===== src/sv/apsk_pkg.sv =====
// Shared types, constants and the sine table generator for the ASK/PSK demodulator.
package apsk_pkg;

  // Bit period and carrier setup
  localparam int SAMPLES_PER_BIT = 64;
  localparam longint SAMPLE_RATE = 64000;
  localparam longint CARRIER_FREQ = 4000;

  localparam int POS_W = $clog2(SAMPLES_PER_BIT + 1);
  localparam int IDX_W = $clog2(SAMPLES_PER_BIT);

  localparam int SAMPLE_W = 16;
  localparam int TERM_W = 32;
  localparam int ACC_W = 48;
  localparam int THRESH_W = 40;
  localparam int CFG_IDX_W = 1;

  localparam logic [THRESH_W-1:0] THRESH_RESET = 40'd858993459;

  // Configuration register indexes
  localparam logic [CFG_IDX_W-1:0] REG_DEMOD_MODE = 1'b0;
  localparam logic [CFG_IDX_W-1:0] REG_ENERGY_THRESH = 1'b1;

  localparam logic signed [ACC_W-1:0] ACC_MAX = {1'b0, {(ACC_W-1){1'b1}}};
  localparam logic signed [ACC_W-1:0] ACC_MIN = {1'b1, {(ACC_W-1){1'b0}}};

  localparam longint Q30 = 64'sd1 << 30;

  // One classified sample between front and back
  typedef struct packed {
    logic signed [TERM_W-1:0] term;
    logic                     close;
    logic                     last;
    logic                     mode;
  } entry_t;

  // One result item
  typedef struct packed {
    logic       demod_bit;
    logic       byte_valid;
    logic [7:0] byte_value;
    logic       end_of_stream;
  } result_t;

  // sin(pi/2 * y / 16384) as Q1.14, odd polynomial in Q30
  function automatic longint quarter_sine(longint y);
    longint u;
    longint u2;
    longint t;
    longint s;
    u = y * 65536;
    u2 = u * u / Q30;
    t = 172273;
    t = -5026995 + t * u2 / Q30;
    t = 85569306 + t * u2 / Q30;
    t = -693598668 + t * u2 / Q30;
    t = 1686629713 + t * u2 / Q30;
    s = t * u / Q30;
    if (s < 0) s = 0;
    s = (s + 32768) / 65536;
    if (s > 16384) s = 16384;
    return s;
  endfunction

  // Reference entry for sample slot j of a bit period
  function automatic logic signed [SAMPLE_W-1:0] sine_entry(longint j);
    longint x;
    longint ph;
    longint q;
    longint r;
    longint v;
    x = (j * CARRIER_FREQ) % SAMPLE_RATE;
    ph = ((x << 16) + SAMPLE_RATE / 2) / SAMPLE_RATE;
    ph = ph & 64'hFFFF;
    q = (ph >> 14) & 3;
    r = ph & 64'h3FFF;
    v = ((q & 1) != 0) ? quarter_sine(16384 - r) : quarter_sine(r);
    if ((q & 2) != 0) v = -v;
    return v[SAMPLE_W-1:0];
  endfunction

endpackage


===== src/sv/ask_psk_demodulator_bit_packer_unit.sv =====
// A sample that closes a bit period is written to the sample queue, then to the result queue, before its result shows.
// Throughput: one sample per cycle while in_full is low; set by the single multiply-accumulate path.
// Results drain one per cycle; full rises only when both small queues back up.
// Reset (synchronous, rst_n low): queues empty, accumulator and packer cleared,
// mode ASK, energy threshold at its default.
module ask_psk_demodulator_bit_packer_unit (
  input  logic                                 clk,
  input  logic                                 rst_n,
  input  logic                                 cfg_wr_en,
  input  logic [apsk_pkg::CFG_IDX_W-1:0]       cfg_index,
  input  logic [apsk_pkg::THRESH_W-1:0]        cfg_data,
  input  logic                                 in_push,
  output logic                                 in_full,
  input  logic signed [apsk_pkg::SAMPLE_W-1:0] in_sample,
  input  logic                                 in_last_sample,
  output logic                                 out_empty,
  input  logic                                 out_pop,
  output logic                                 out_demod_bit,
  output logic                                 out_byte_valid,
  output logic [7:0]                           out_byte_value,
  output logic                                 out_end_of_stream
);
  import apsk_pkg::*;

  entry_t                fe_entry;
  entry_t                q_entry;
  logic                  q_empty;
  logic                  q_rd;
  logic                  in_take;
  logic [THRESH_W-1:0]   thresh;
  result_t               res;

  assign in_take = in_push && !in_full;

  apsk_front u_front (
    .clk         (clk),
    .rst_n       (rst_n),
    .cfg_wr_en   (cfg_wr_en),
    .cfg_index   (cfg_index),
    .cfg_data    (cfg_data),
    .take        (in_take),
    .sample      (in_sample),
    .last_sample (in_last_sample),
    .entry       (fe_entry),
    .threshold   (thresh)
  );

  apsk_queue u_queue (
    .clk      (clk),
    .rst_n    (rst_n),
    .wr       (in_take),
    .wr_entry (fe_entry),
    .full     (in_full),
    .rd       (q_rd),
    .rd_entry (q_entry),
    .empty    (q_empty)
  );

  apsk_back u_back (
    .clk         (clk),
    .rst_n       (rst_n),
    .entry       (q_entry),
    .entry_empty (q_empty),
    .entry_rd    (q_rd),
    .threshold   (thresh),
    .pop         (out_pop),
    .empty       (out_empty),
    .result      (res)
  );

  assign out_demod_bit     = res.demod_bit;
  assign out_byte_valid    = res.byte_valid;
  assign out_byte_value    = res.byte_value;
  assign out_end_of_stream = res.end_of_stream;

`ifndef SYNTHESIS
  // A last sample always closes its bit period
  a_last_closes: assert property (@(posedge clk) disable iff (!rst_n)
    in_take && in_last_sample |-> fe_entry.close)
    else $error("last sample did not close the period");

  // No byte value without a completed byte
  a_byte_zero: assert property (@(posedge clk) disable iff (!rst_n)
    !out_empty && !out_byte_valid |-> out_byte_value == 8'd0)
    else $error("byte value set without byte_valid");

  // Result side starts empty after reset
  a_reset_empty: assert property (@(posedge clk) disable iff (!rst_n)
    $past(!rst_n) |-> out_empty)
    else $error("result queue not empty after reset");

  // Back end drains only what the queue holds
  a_no_underflow: assert property (@(posedge clk) disable iff (!rst_n)
    q_rd |-> !q_empty)
    else $error("back end read an empty queue");
`endif
endmodule


===== src/sv/apsk_front.sv =====
// Front end: config registers, period position, sine lookup and per-sample product.
module apsk_front (
  input  logic                            clk,
  input  logic                            rst_n,
  input  logic                            cfg_wr_en,
  input  logic [apsk_pkg::CFG_IDX_W-1:0]  cfg_index,
  input  logic [apsk_pkg::THRESH_W-1:0]   cfg_data,
  input  logic                            take,
  input  logic signed [apsk_pkg::SAMPLE_W-1:0] sample,
  input  logic                            last_sample,
  output apsk_pkg::entry_t                entry,
  output logic [apsk_pkg::THRESH_W-1:0]   threshold
);
  import apsk_pkg::*;

  logic                  mode_r;
  logic [THRESH_W-1:0]   thresh_r;
  logic [POS_W-1:0]      pos_r;
  logic [POS_W-1:0]      pos_nxt;
  logic signed [SAMPLE_W-1:0] rom_w [SAMPLES_PER_BIT];
  logic signed [SAMPLE_W-1:0] ref_val;
  logic signed [SAMPLE_W-1:0] mul_b;
  logic                  close;

  // Build the sine reference table at elaboration
  for (genvar g = 0; g < SAMPLES_PER_BIT; g++) begin : g_rom
    assign rom_w[g] = sine_entry(longint'(g));
  end

  // Hold configuration registers
  always_ff @(posedge clk) begin
    if (!rst_n) begin
      mode_r   <= 1'b0;
      thresh_r <= THRESH_RESET;
    end else if (cfg_wr_en) begin
      case (cfg_index)
        REG_DEMOD_MODE:    mode_r   <= cfg_data[0];
        REG_ENERGY_THRESH: thresh_r <= cfg_data;
        default: ;
      endcase
    end
  end

  // Classify: does this sample close the bit period
  assign close   = last_sample || (pos_r == POS_W'(SAMPLES_PER_BIT - 1));
  assign pos_nxt = close ? '0 : pos_r + POS_W'(1);

  // Advance the slot counter on each transfer
  always_ff @(posedge clk) begin
    if (!rst_n) begin
      pos_r <= '0;
    end else if (take) begin
      pos_r <= pos_nxt;
    end
  end

  // One multiplier: sample times sine in PSK mode, squared in ASK mode
  assign ref_val = rom_w[pos_r[IDX_W-1:0]];
  assign mul_b   = mode_r ? ref_val : sample;

  always_comb begin
    entry.term  = sample * mul_b;
    entry.close = close;
    entry.last  = last_sample;
    entry.mode  = mode_r;
  end

  assign threshold = thresh_r;
endmodule


===== src/sv/apsk_queue.sv =====
// Two-entry queue of classified samples between front and back.
module apsk_queue (
  input  logic             clk,
  input  logic             rst_n,
  input  logic             wr,
  input  apsk_pkg::entry_t wr_entry,
  output logic             full,
  input  logic             rd,
  output apsk_pkg::entry_t rd_entry,
  output logic             empty
);
  import apsk_pkg::*;

  entry_t     mem [2];
  logic       wp_r;
  logic       rp_r;
  logic [1:0] cnt_r;
  logic [1:0] cnt_nxt;

  // Write storage
  always_ff @(posedge clk) begin
    if (wr) begin
      mem[wp_r] <= wr_entry;
    end
  end

  // Track pointers and fill level
  always_comb begin
    cnt_nxt = cnt_r;
    if (wr && !rd) cnt_nxt = cnt_r + 2'd1;
    else if (rd && !wr) cnt_nxt = cnt_r - 2'd1;
  end

  always_ff @(posedge clk) begin
    if (!rst_n) begin
      wp_r  <= 1'b0;
      rp_r  <= 1'b0;
      cnt_r <= '0;
    end else begin
      if (wr) wp_r <= ~wp_r;
      if (rd) rp_r <= ~rp_r;
      cnt_r <= cnt_nxt;
    end
  end

  assign rd_entry = mem[rp_r];
  assign empty    = (cnt_r == 2'd0);
  assign full     = (cnt_r == 2'd2);
endmodule


===== src/sv/apsk_back.sv =====
// Back end: saturating accumulate, bit decision, byte packing and result queue.
module apsk_back (
  input  logic                          clk,
  input  logic                          rst_n,
  input  apsk_pkg::entry_t              entry,
  input  logic                          entry_empty,
  output logic                          entry_rd,
  input  logic [apsk_pkg::THRESH_W-1:0] threshold,
  input  logic                          pop,
  output logic                          empty,
  output apsk_pkg::result_t             result
);
  import apsk_pkg::*;

  logic signed [ACC_W-1:0] acc_r;
  logic signed [ACC_W:0]   sum_wide;
  logic signed [ACC_W-1:0] sum_sat;
  logic [7:0]              shift_r;
  logic [7:0]              shift_nxt;
  logic [2:0]              bpos_r;
  logic                    dec_bit;
  logic                    close_go;
  result_t                 res;
  result_t                 oq [2];
  logic                    owp_r;
  logic                    orp_r;
  logic [1:0]              ocnt_r;
  logic                    ofull;
  logic                    opop;

  // Take an entry unless it closes a period and the result queue is full
  assign entry_rd = !entry_empty && (!entry.close || !ofull);
  assign close_go = entry_rd && entry.close;

  // Saturating accumulate
  always_comb begin
    sum_wide = {acc_r[ACC_W-1], acc_r} + (ACC_W+1)'(entry.term);
    if (sum_wide[ACC_W] != sum_wide[ACC_W-1]) begin
      sum_sat = sum_wide[ACC_W] ? ACC_MIN : ACC_MAX;
    end else begin
      sum_sat = sum_wide[ACC_W-1:0];
    end
  end

  // Decide the bit: PSK on sign, ASK on energy above threshold
  always_comb begin
    if (entry.mode) begin
      dec_bit = sum_sat[ACC_W-1];
    end else begin
      dec_bit = !sum_sat[ACC_W-1] && (sum_sat != '0)
                && (sum_sat[ACC_W-2:0] > (ACC_W-1)'(threshold));
    end
    shift_nxt = {shift_r[6:0], dec_bit};
    res.demod_bit     = dec_bit;
    res.byte_valid    = (bpos_r == 3'd7);
    res.byte_value    = (bpos_r == 3'd7) ? shift_nxt : 8'd0;
    res.end_of_stream = entry.last;
  end

  // Advance accumulator and packer state
  always_ff @(posedge clk) begin
    if (!rst_n) begin
      acc_r   <= '0;
      shift_r <= '0;
      bpos_r  <= '0;
    end else if (entry_rd) begin
      if (entry.close) begin
        acc_r <= '0;
        if (entry.last) begin
          shift_r <= '0;
          bpos_r  <= '0;
        end else begin
          shift_r <= shift_nxt;
          bpos_r  <= bpos_r + 3'd1;
        end
      end else begin
        acc_r <= sum_sat;
      end
    end
  end

  // Result queue storage
  always_ff @(posedge clk) begin
    if (close_go) begin
      oq[owp_r] <= res;
    end
  end

  assign opop  = pop && !empty;
  assign empty = (ocnt_r == 2'd0);
  assign ofull = (ocnt_r == 2'd2);

  always_ff @(posedge clk) begin
    if (!rst_n) begin
      owp_r  <= 1'b0;
      orp_r  <= 1'b0;
      ocnt_r <= '0;
    end else begin
      if (close_go) owp_r <= ~owp_r;
      if (opop) orp_r <= ~orp_r;
      if (close_go && !opop) ocnt_r <= ocnt_r + 2'd1;
      else if (opop && !close_go) ocnt_r <= ocnt_r - 2'd1;
    end
  end

  assign result = oq[orp_r];
endmodule

===== config.mk =====
export PLATFORM = sky130hd
export DESIGN_NAME = ask_psk_demodulator_bit_packer_unit
export DESIGN_NICKNAME = d
export VERILOG_FILES = /design/src/sv/apsk_pkg.sv /design/src/sv/ask_psk_demodulator_bit_packer_unit.sv /design/src/sv/apsk_front.sv /design/src/sv/apsk_queue.sv /design/src/sv/apsk_back.sv
export SDC_FILE = /design/constraint.sdc
export NUM_CORES = 1
export LEC_CHECK = 0
export ABC_CLOCK_PERIOD_IN_PS = 10100
export BUFFER_PORTS_ARGS = -buffer_cell sky130_fd_sc_hd__buf_2
export CORE_MARGIN = 5
export CORE_UTILIZATION = 40
export DETAILED_ROUTE_END_ITERATION = 12
export PLACE_DENSITY = 0.6
export SLEW_MARGIN = 20
export SYNTH_ARGS = -nofsm -noshare
export SYNTH_HDL_FRONTEND = slang
export SYNTH_SLANG_ARGS = --single-unit

===== constraint.sdc =====
create_clock -name clk -period 10.1 [get_ports clk]
set_input_delay 1.515 -clock clk [delete_from_list [all_inputs] [get_ports clk]]
set_output_delay 1.515 -clock clk [all_outputs]
set_load 0.02 [all_outputs]

==> key figures, run 1 <==
Floorplanning
  • Std cell rows: 87
  • Core ar.: 56390 um2
  • Initial Utilization: 0.4030
  • Die width: 248.3 um
  • Io pins: 76
  • Die height: 248.3 um
  • Die area: 61680 um2

Critical path
  • Worst setup endpoint: u_queue.mem[1][33]
  • Reg2Reg Setup Slack: 1.20 ns
  • Reg2Reg Depth: 29
  • Crit path from: u_front.pos_r[0]
  • CP Capture Type: flop
  • Critical Setup Path Class: reg -> reg
  • Worst path required time: 10.39 ns
  • Critical path's slowest cell: o21ai_0
  • CP Depth: 29
  • RR Endpoint: u_queue.mem[1][33]
  • Most frequent CP cell: fa_1
  • R2R Path Start: u_front.pos_r[0]
  • Buf/Inv on CP: 5
  • Critical path's largest stage delay: 0.69 ns
  • CP top delay family: adder cells
  • CP startpoint kind: flop
  • Crit path DAT: 9.19 ns
  • CP max FO: 15

STA
  • Period utilization: 0.8814
  • Clk_skew: 0.01205 ns
  • Slew Limit Fails: 0
  • Final hold viol count: 0
  • Worst-Margin Slew: 1.032 ns
  • Sum of negative setup slack: 0 ns
  • RSZ-0062 raised after global routing: false
  • Final Setup Violations: 0
  • Fin crit period: 8.902 ns
  • Slew margin rel.: 0.3123
  • Fmax: 112.3 MHz

Logic synthesis
  • Post-synthesis sequential area ratio: 0.2238
  • Synth top area share: 0.2317
  • Syn avg cell area: 9.067 um2
  • Ys flop type: dfxtp_1
  • Post-synth EDFFs: 92
  • Flops & latches, synth: 208
  • Post-Synthesis Cells: 2506
  • Synth async-reset ratio: 0
  • Syn nets: 3013
  • Unique cell type count in the Yosys netlist: 86
  • Synthesized area: 22720 um2
  • Cell taking the most area after synthesis: fa_1
  • Syn. warnings: 0
  • Synth area leaders: fa_1 23%, edfxtp_1 12%, dfxtp_1 10%, ha_1 10%, inv_1 6.6%

Placed design
  • Final HPWL DP: 47720 um
  • I/O Buffers: 75
  • Placed insts: 3248
  • Placer Congestion: 0.9060

GRT
  • GRT Overall Usage: 0.1939
  • Number of global-route vias before repair: 17713
  • First-pass GRT wire length: 96830 um
  • Initial antenna violation count: 1
  • GRT overflow: 0
  • Largest net degree at the start of global routing: 86

Clock tree
  • CTS root buf: clkbuf_16
  • # clock sinks: 208
  • Post-CTS sizing: 0
  • Clock Latency Late Sink: 0.55 ns
  • Post-CTS setup buffers: 0
  • Cts bufs inserted: 24
  • CTS tree: yes
  • Cts hold-fix bufs: 0
  • Clock-pin slew of the registers on the worst-case setup and hold paths: 0.06 ns
  • CTS max path bufs: 3
  • H-tree Lvls: 1

Final layout
  • Synthesis-to-finish area growth: 8.562%
  • Non-Filler Instances: 3292
  • Nets@finish: 3025
  • # diodes: 0
  • # fillers: 5583
  • Layout cells sized above 1: 0.08715

Worst hold path
  • HP Start: u_back.shift_r[6]
  • HP Class: reg -> reg

Routing
  • Residual DRC count: 0
  • ANT nets after route: 0
  • Routed WL per cell: 18.17 um
  • Top routing layer in use: met4
  • Initial DRC count: 1119
  • TritonRoute pass-1 iters: 5
  • Routed WL: 59800 um
  • Met1 WL: 28000 um
  • Vias post-DR: 17344
  • Detail Route met2 WL: 27510 um
  • Metal3 WL: 2997 um
  • Detail-routed via count per cell: 5.269

Flow run
  • Max cap viols: 0

Status
  • Status: finished clean
-- sequential cells by signal, summed over array words and instances (netlist names), 3 cells and up, named ones only --
name	cells
u_queue.mem	70
u_back.acc_r	48
u_front.threshold	40
u_back.oq	22
u_back.shift_r	7
u_front.pos_r	7
u_back.bpos_r	3
-- worst register-to-register path, delay by kind of cell (launching register included) --
| family | cells | cell delay (ns) |
|---|---|---|
| AND/OR/NAND/NOR | 4 | 0.64 |
| flip-flops | 1 | 0.48 |
| buffers and inverters | 5 | 0.36 |
| adder cells (fa/ha/maj) | 8 | 3.65 |
| multiplexers | 1 | 0.12 |
| XOR/XNOR | 1 | 0.08 |
| AO/OA/AOI/OAI | 10 | 3.29 |
-- per-layer routing --
layer,up-vias,global-route usage
met2,478,0.3233
met3,79,0.01835
met5,-,0
li1,8257,-
met4,0,0.04349
met1,8530,0.2759
-- cells in the mapped netlist (43+ instances only) --
cell / n
nor2b_1: 68
fa_1: 263
ha_1: 181
and2_1: 132
a21oi_1: 98
a21o_1: 43
mux2_2: 50
dfxtp_1: 116
nor2_1: 96
clkbuf_1: 84
nand2_1: 296
edfxtp_1: 92
xnor2_1: 47
inv_1: 400
o21ai_0: 96
-- worst min-delay path by stage --
stage                     slack (ns)  depth (start not counted)                     to
after floorplan                 0.44                          2      u_back.shift_r[6]
after global placement          0.45                          1       u_front.pos_r[6]
after detailed placement        0.46                          2      u_back.shift_r[6]
after CTS                       0.47                          2      u_back.shift_r[6]
after global routing            0.49                          2  u_front.threshold[30]
final                           0.47                          2      u_back.shift_r[6]
-- cell usage in the layout (no fill, tap or decap), types with 75 or more instances in the layout --
| master | Yosys | final |
|---|---|---|
| edfxtp_1 | 92 | 92 |
| a21oi_1 | 98 | 98 |
| fa_1 | 263 | 263 |
| nand2_1 | 296 | 296 |
| inv_1 | 400 | 400 |
| o21ai_0 | 96 | 95 |
| nor2_1 | 96 | 94 |
| buf_2 | 8 | 75 |
| ha_1 | 181 | 181 |
| and2_1 | 132 | 131 |
| dfxtp_1 | 116 | 116 |
-- cells by family after synthesis --
kind of cell             after synthesis  synth area share
AO/OA/AOI/OAI                        454            0.1330
XOR/XNOR                              73           0.02814
adder cells (fa/ha/maj)              444            0.3314
buffers and inverters                509           0.08551
flip-flops                           208            0.2238
multiplexers                          69           0.03425
AND/OR/NAND/NOR                      749            0.1639
-- area by class of cell --
| cell class | count | area [um2] | area share |
|---|---|---|---|
| multi-input combinational | 1789 | 15740 | 0.6382 |
| sequential | 208 | 5085 | 0.2061 |
| inverter | 402 | 1509 | 0.06117 |
| tap | 756 | 945.9 | 0.03834 |
| clock buffer | 28 | 635.6 | 0.02577 |
| timing repair buffer | 93 | 510.5 | 0.02069 |
| clock inverter | 16 | 239.0 | 0.009688 |
-- through the flow --
step	util	instance area (um2)	hold slack (ns)	setup WS (ns)
detailed placement	0.4218	23780	0.4607	1.329
global placement	0.4218	23780	0.4491	1.514
floorplan	-	22720	0.4363	1.973
finish	0.4375	24670	0.4670	1.198
CTS	0.4373	24660	0.4689	1.311
global route	0.4375	24670	0.4927	0.5360
Power of run 1 is left out: the tool's default activity adds up to more than one toggle a clock period on the data nets, which glitch-free logic cannot reach.
==> run 2, diff against run 1 <==
--- a/config.mk
+++ b/config.mk
@@ -5,12 +5,14 @@
 export SDC_FILE = /design/constraint.sdc
 export NUM_CORES = 1
 export LEC_CHECK = 0
+export ABC_AREA = 1
 export ABC_CLOCK_PERIOD_IN_PS = 10100
 export BUFFER_PORTS_ARGS = -buffer_cell sky130_fd_sc_hd__buf_2
 export CORE_MARGIN = 5
 export CORE_UTILIZATION = 40
 export DETAILED_ROUTE_END_ITERATION = 12
 export PLACE_DENSITY = 0.6
+export RECOVER_POWER = 25
 export SLEW_MARGIN = 20
 export SYNTH_ARGS = -nofsm -noshare
 export SYNTH_HDL_FRONTEND = slang
==> key figures, run 2 <==
Status
  • Status: complete, but fails checks
  • Failing checks: capacitance limit, slew limit

STA
  • Clk_skew: 0.02453 ns (+0.01248 ns)
  • Sum of negative setup slack: 0 ns (unchanged)
  • Fin crit period: 8.181 ns (-0.7212 ns)
  • Slew Limit Fails: 137 (+137)
  • Slew margin rel.: -0.4277 (-0.7399)
  • Worst-Margin Slew: 2.141 ns (+1.110 ns)
  • Period utilization: 0.8100 (-0.07140)
  • Final hold viol count: 0 (unchanged)
  • Fmax: 122.2 MHz (+8.8%)
  • RSZ-0062 raised after global routing: false
  • Final Setup Violations: 0 (unchanged)

GRT
  • First-pass GRT wire length: 102600 um (+6.0%)
  • Number of global-route vias before repair: 19576 (+11%)
  • GRT Overall Usage: 0.1982 (+0.004256)
  • Largest net degree at the start of global routing: 65 (-24%)
  • Initial antenna violation count: 1 (unchanged)
  • GRT overflow: 0 (unchanged)

Placed design
  • I/O Buffers: 75 (unchanged)
  • Final HPWL DP: 52150 um (+9.3%)
  • Placer Congestion: 0.9384 (+3.6%)

Critical path
  • CP max FO: 16 (+1)
  • CP Capture Type: flop
  • Reg2Reg Setup Slack: 1.92 ns (+0.72 ns)
  • Worst path required time: 10.36 ns (-0.03 ns)
  • Buf/Inv on CP: 7 (+2)
  • CP top delay family: adder cells
  • Critical Setup Path Class: reg -> reg
  • Critical path's largest stage delay: 0.90 ns (+0.21 ns)
  • Critical path's slowest cell: clkbuf_1
  • CP startpoint kind: flop
  • Crit path DAT: 8.44 ns (-0.75 ns)
  • Most frequent CP cell: nand2_1

Floorplanning
  • Std cell rows: 88 (+1.1%)
  • Io pins: 76 (unchanged)
  • Core ar.: 58030 um2 (+2.9%)
  • Die height: 252.5 um (+1.7%)
  • Initial Utilization: 0.4054 (+0.002417)
  • Die width: 252.5 um (+1.7%)
  • Die area: 63760 um2 (+3.4%)

Routing
  • ANT nets after route: 0 (unchanged)
  • Initial DRC count: 1257 (+12%)
  • Routed WL per cell: 15.72 um (-13%)
  • Routed WL: 63040 um (+5.4%)
  • Residual DRC count: 0 (unchanged)
  • Vias post-DR: 19530 (+13%)
  • Detail-routed via count per cell: 4.870 (-7.6%)
  • TritonRoute pass-1 iters: 8 (+3)

Logic synthesis
  • Synth area leaders: fa_1 22%, nand2_1 14%, edfxtp_1 12%, inv_1 11%, dfxtp_1 9.9%
  • Simple-gate share of the synthesized area: 0.2337 (+0.06974)
  • Cell taking the most area after synthesis: fa_1
  • Synth cell count leaders: 891 x nand2_1, 665 x inv_1, 263 x fa_1, 256 x nor2_1, 184 x a21oi_1
  • Flops & latches, synth: 208 (unchanged)
  • Syn nets: 3694 (+23%)
  • Top-count cell post-synth: nand2_1
  • Post-Synth Adder-Cell Area: 0.3201 (-0.01128)
  • Largest family of logic cells by synthesized area: adder cells
  • Synth top area share: 0.2238 (-0.007887)
  • Post-synthesis mux area share: 0.006117 (-0.02813)
  • Post-Synthesis Cells: 3187 (+27%)
  • Compound-cell area share of the yosys netlist: 0.07797 (-0.05506)
  • Synthesized area: 23520 um2 (+3.5%)
  • Synth async-reset ratio: 0 (unchanged)
  • Ys flop type: dfxtp_1
  • Post-synth EDFFs: 92 (unchanged)
  • Post-Synth XOR/XNOR Area: 0.02011 (-0.008032)
  • Syn. warnings: 0 (unchanged)
  • Post-synthesis sequential area ratio: 0.2162 (-0.007618)
  • Syn avg cell area: 7.381 um2 (-19%)
  • Unique cell type count in the Yosys netlist: 56 (-35%)

Final layout
  • Commonest non-fill, non-tap cell in the layout: nand2_1
  • Commonest cells after routing, fill and taps aside: 891 x nand2_1, 665 x inv_1, 263 x fa_1
  • # diodes: 0 (unchanged)
  • Nets@finish: 3736 (+24%)
  • Layout cells sized above 1: 0.06595 (-0.02120)
  • Largest Register: u_queue.mem
  • Synthesis-to-finish area growth: 8.058%
  • Max FFs per register: 70 (unchanged)

Clock tree
  • Cts bufs inserted: 23 (-4.2%)
  • H-tree Lvls: 1 (unchanged)
  • Post-CTS sizing: 0 (unchanged)
  • CTS tree: yes
  • Cts hold-fix bufs: 0 (unchanged)
  • CTS root buf: clkbuf_16
  • CTS max path bufs: 3 (unchanged)
  • Post-CTS setup buffers: 0 (unchanged)
  • # clock sinks: 208 (unchanged)
  • Clock Latency Late Sink: 0.53 ns (-0.02 ns)
  • Clock-pin slew of the registers on the worst-case setup and hold paths: 0.06 ns (about the same)

Worst hold path
  • HP Class: reg -> reg

Flow run
  • Max cap viols: 3 (+3)
-- run 2: cell type report --
type | count | area, um2
clock inverters | 11 | 118.9
flip-flops and latches | 208 | 5085
fillers | 6037 | 32610
repair buffers | 97 | 523.0
clock buffers | 30 | 601.8
multi-input cells | 2196 | 15490
well taps | 765 | 957.2
inverters | 703 | 2639
-- run 2: final timing paths --
| path | startpoint | cells after the start | to |
|---|---|---|---|
| worst max-delay path | u_front.mode_r | 30 | u_queue.mem[1][33] |
| worst min-delay path | u_queue.rp_r | 1 | flop |
| worst max register to register | u_front.mode_r | 30 | u_queue.mem[1][33] |
| worst min register to register | u_queue.rp_r | 1 | flop |
-- run 2: kinds of logic after synthesis --
family	after synthesis
fa+ha+maj	444
flops	208
compound gates	337
buf+inv	783
simple gates	1348
xor+xnor	54
mux	13
-- run 2: per-stage QoR --
stage                     setup slack [ns]  hold WS [ns]  area [um2]  utilization  instances
after detailed placement             1.564        0.4481       24720       0.4260       3969
after global routing                 1.429        0.4881       25420       0.4381       4010
final                                1.919        0.4589       25420       0.4381       4010
after global placement               1.710        0.4380       24720       0.4260       3969
after floorplan                      2.339        0.4257       23520            -       3187
after CTS                            1.951        0.4586       25440       0.4384       4010
-- run 2: per-layer routing --
metal,global-route usage,part of all wire,up-vias,wire (um)
li1,-,-,9835,-
met1,0.2739,0.46,9076,29050
met2,0.3242,0.45,498,28140
met3,0.02295,0.054,121,3375
met4,0.06839,0.039,0,2477
met5,0,0,-,0
-- run 2: worst register-to-register path, delay by kind of cell, from the launching register on --
| kind | cells | cell delay (ns) |
|---|---|---|
| adders and majority gates | 7 | 3.37 |
| buffers and inverters | 7 | 1.92 |
| and+or+nand+nor | 11 | 1.23 |
| AOI/OAI and AO/OA | 4 | 0.92 |
| DFF | 1 | 0.32 |
| xor gates and xnor gates | 1 | 0.16 |
Power of run 2 is left out for the same reason.
